--- src/tlbl_pkg.sv ---
`default_nettype none

package tlbl_pkg;

  // Fixed field widths
  localparam int ADDR_W     = 64;
  localparam int SIZE_W     = 13;
  localparam int PAGE_SHIFT = 12;
  localparam int PAGE_NUM_W = ADDR_W - PAGE_SHIFT;
  localparam int MISS_W     = 32;
  localparam int OUT_WAY_W  = 2;

  // One access request
  typedef struct packed {
    logic              tlb_select;
    logic [ADDR_W-1:0] address;
    logic [SIZE_W-1:0] access_size;
  } request_t;

  // One page lookup result
  typedef struct packed {
    logic [PAGE_NUM_W-1:0] page_number;
    logic                  hit;
    logic [OUT_WAY_W-1:0]  way;
    logic [MISS_W-1:0]     miss_count;
    logic                  last;
  } result_t;

  // Controller states
  typedef enum logic [1:0] {
    ST_CLEAR,
    ST_IDLE,
    ST_READ,
    ST_COMP
  } state_t;

  // Controller to datapath
  typedef struct packed {
    logic clear;   // write reset row during the clearing pass
    logic accept;  // take the request fields
    logic launch;  // accepted item has lookups to do
    logic read;    // issue the set read
    logic commit;  // write back the set and emit the result
  } dp_cmd_t;

  // Datapath to controller
  typedef struct packed {
    logic clear_last;
    logic go;
    logic last_page;
    logic mod_busy;
  } dp_status_t;

endpackage

`default_nettype wire

--- src/tlbl_ctrl.sv ---
`default_nettype none

module tlbl_ctrl (
  input  wire logic                  clk,
  input  wire logic                  rst,
  input  wire logic                  start,
  input  wire tlbl_pkg::dp_status_t  status,
  output logic                       busy,
  output tlbl_pkg::dp_cmd_t          cmd
);
  import tlbl_pkg::*;

  state_t state;
  state_t state_next;

  always_ff @(posedge clk) begin
    if (rst) begin
      state <= ST_CLEAR;
    end else begin
      state <= state_next;
    end
  end

  // Next state
  always_comb begin
    state_next = state;
    unique case (state)
      ST_CLEAR: begin
        if (status.clear_last) begin
          state_next = ST_IDLE;
        end
      end
      ST_IDLE: begin
        if (cmd.launch) begin
          state_next = ST_READ;
        end
      end
      ST_READ: begin
        if (!status.mod_busy) begin
          state_next = ST_COMP;
        end
      end
      ST_COMP: begin
        if (!status.last_page || cmd.launch) begin
          state_next = ST_READ;
        end else begin
          state_next = ST_IDLE;
        end
      end
      default: state_next = ST_CLEAR;
    endcase
  end

  // Outputs; a new item is taken while idle or during the final compare cycle
  always_comb begin
    busy       = !((state == ST_IDLE) || (state == ST_COMP && status.last_page));
    cmd.clear  = state == ST_CLEAR;
    cmd.accept = start && !busy;
    cmd.launch = cmd.accept && status.go;
    cmd.read   = (state == ST_READ) && !status.mod_busy;
    cmd.commit = state == ST_COMP;
  end

endmodule

`default_nettype wire

--- config.mk ---
export PLATFORM = sky130hd
export DESIGN_NAME = tlbl_ctrl
export DESIGN_NICKNAME = d
export VERILOG_FILES = /design/src/tlbl_pkg.sv /design/src/tlbl_ctrl.sv
export SDC_FILE = /design/constraint.sdc
export NUM_CORES = 1
export LEC_CHECK = 0
export BUFFER_PORTS_ARGS = -buffer_cell sky130_fd_sc_hd__buf_2
export CAP_MARGIN = 20
export CORE_AREA = 2 2 39 41
export CTS_CLUSTER_DIAMETER = 200
export DETAILED_ROUTE_END_ITERATION = 10
export DIE_AREA = 0 0 41 43
export GPL_ROUTABILITY_DRIVEN = 0
export PLACE_DENSITY_LB_ADDON = 0.3
export SETUP_SLACK_MARGIN = 0.05
export SYNTH_ARGS = -nofsm -noshare
export SYNTH_HDL_FRONTEND = slang
export SYNTH_SLANG_ARGS = --single-unit
export TNS_END_PERCENT = 50
--- constraint.sdc ---
create_clock -name clk -period 0.85 [get_ports clk]
set_input_delay 0.085 -clock clk [delete_from_list [all_inputs] [get_ports clk]]
set_output_delay 0.085 -clock clk [all_outputs]
set_load 0.02 [all_outputs]
==> metrics.md <==
| Metric | Value |
|---|---|
| Vias in the first global route | `222` |
| Total gr overflow | `0` |
| Initial antenna violation count | `0` |
| Routed via count | `192` |
| Largest net degree at the start of global routing | `8` |
| Initial core utilization | `8.95%` |
| Die W | `41 um` |
| Minimum clock period | `1060 ps` |
| Global-route wire length before repair | `890 um` |
| CTS tree | `built` |
| Total CTS buffers | `3` |
| Post-Syn Nets | `23` |
| Post-synth ARST share | `0%` |
| CTS root buf | `clkbuf_4` |
| Largest buffer count on any clock path | `2` |
| Crit-path max FO | `5` |
| Worst setup EP type | `output pin` |
| Post-layout nets | `43` |
| Initial DRC count | `2` |
| Synthesized flop and latch total | `2` |
| Number of flops mapped to enable cells by yosys | `0` |
| Least-Margin Pin Slew | `222 ps` |
| Cell Rows | `14` |
| Final setup margin | `-209 ps` |
| Achievable frequency | `0.944 GHz` |
| Detailed Place HPWL | `317 um` |
| # port buffers | `12` |
| Leading area contributor after synthesis | `dfxtp_1` |
| Syn avg cell area | `7.74 um2` |
| Slew Limit Headroom | `85.1%` |
| Clk sinks | `2` |
| Max H-tree Level | `1` |
| Top cells by area in the synthesized netlist | `dfxtp_1, a311oi_1, o32ai_1` |
| CTS Hold Buffers Added | `0` |
| Outcome | `finished with violations` |
| HP Class | `in2reg` |
| DIE AREA | `1760 um2` |
| Drt wl/cell | `11.5 um` |
| Synth cell types | `14` |
| RSZ-0062 raised after global routing | `true` |
| Final Slew Violations | `0` |
| Diodes inserted | `0` |
| Number of fill cells | `154` |
| Router iterations before antenna repair | `2` |
| Core Area | `1380 um2` |
| Skew final | `6.15 ps` |
| Worst-Skew Late Latency | `230 ps` |
| # IOs | `13` |
| Clock transition at path regs | `30 ps` |
| Worst EP arrival | `970 ps` |
| Warnings, synthesis | `0` |
| Drt drc | `0` |
| Fraction of layout cells with a size suffix above 1 | `88.2%` |
| Top FF cell, synth | `dfxtp_1` |
| Seq/Total Area, Yosys | `32.3%` |
| Startpoint Class | `register` |
| Post-Syn Area | `124 um2` |
| Violated checks | `negative setup slack` |
| Area Growth Syn to Fin | `178%` |
| Total Routing Usage GR | `8.02%` |
| Data required time of the worst path | `760 ps` |
| Final instance area | `344 um2` |
| Max-cap check violation count | `0` |
| DP Worst Slack | `-120 ps` |
| Static Leak | `0.147 nW` |
| Final wirelength | `573 um` |
| Largest reg by FF count | `state` |
| Final setup viols | `8` |
| Vias/cell | `3.84` |
| Cell Pwr Density | `1580 nW/um2` |
| Area post-placement | `231 um2` |
| Largest regs | `state x2` |
| Most frequent cells after synthesis | `dfxtp_1, nand2_1` |
| Cells after synthesis | `16` |
| Vert. Die Dim | `43 um` |
| Max reg flops | `2` |
| Final Hold Vio Count | `0` |
| Yosys top cell area share | `32.3%` |
| Period utilization | `125%` |
| Post-route antenna net violation count | `0` |
| Max VDD drop | `0.000793 V` |
| Pwr Total | `544 uW` |
| Setup CP Type | `reg2out` |
-- placed cells by master, fill, tap and decap left out, types with 2 or more instances in the layout --
cell,n
buf_6,6
dfxtp_4,2
buf_2,6
clkbuf_4,3
buf_4,3
-- where the power goes --
| part | switching [mW] | internal, mW | total, mW |
|---|---|---|---|
| sequential | 0.0245 | 0.107 | 0.131 |
| combinational | 0.0920 | 0.0984 | 0.190 |
| clock | 0.0656 | 0.157 | 0.222 |
-- worst paths after layout --
check             slack (ps)  cells past startpoint                    end             startpoint
setup / recovery        -210                      3                 cmd[3]  state[1]$_SDFFE_PP0P_
hold / removal            60                      2  state[1]$_SDFFE_PP0P_                    rst
hold reg to reg          540                      1  state[1]$_SDFFE_PP0P_  state[0]$_SDFFE_PP0P_
setup reg to reg        -160                      4  state[1]$_SDFFE_PP0P_  state[1]$_SDFFE_PP0P_
-- through the flow --
stage / instances / setup TNS, ps / utilization [%] / hold WS, ps
6_report: 50 / -1140 / 24.9 / 60.0
5_1_grt: 50 / -1380 / 24.9 / 59.8
4_1_cts: 49 / -961 / 23.5 / 34.3
3_5_place_dp: 44 / -357 / 16.7 / 276
3_3_place_gp: 44 / -377 / 16.7 / 281
2_1_floorplan: 16 / 0 / - / 157
-- what timing repair did --
item,CTS,global route
pin swaps,4,0
gates resized for setup,18,2
buffers inserted,2,1
endpoints found under the setup margin,8,8
-- metal layers --
layer | wire length (um) | part of all wire [%] | GRT usage (%) | vias to the layer above
li1 | - | - | - | 93
met1 | 215 | 38 | 9.27 | 82
met2 | 283 | 49 | 10.9 | 15
met3 | 59 | 10 | 2.09 | 2
met4 | 14 | 2.4 | 8.00 | 0
met5 | 0 | 0 | 0 | -
-- kinds of logic after synthesis --
| kind of cell | count (synthesis) | synth area share, % |
|---|---|---|
| AO/OA/AOI/OAI | 3 | 18.2 |
| buffers and inverters | 1 | 3.03 |
| flip-flops | 2 | 32.3 |
| AND/OR/NAND/NOR | 10 | 46.5 |
-- worst max-delay path, cell delays in order (launching register included) --
cell	delay (ps)
dfxtp_4	370
nand2b_4	70
and3_4	170
buf_6	120
-- area by class of cell --
class / instances / area, um2 / share of cell area [%]
Multi-Input combinational cell: 13 / 130 / 37.8
Inverter: 1 / 3.75 / 1.09
Sequential cell: 2 / 47.5 / 13.8
Timing Repair Buffer: 15 / 120 / 34.9
Clock buffer: 3 / 22.5 / 6.55
Tap cell: 16 / 20.0 / 5.82
(Power assumes the default switching activity.)
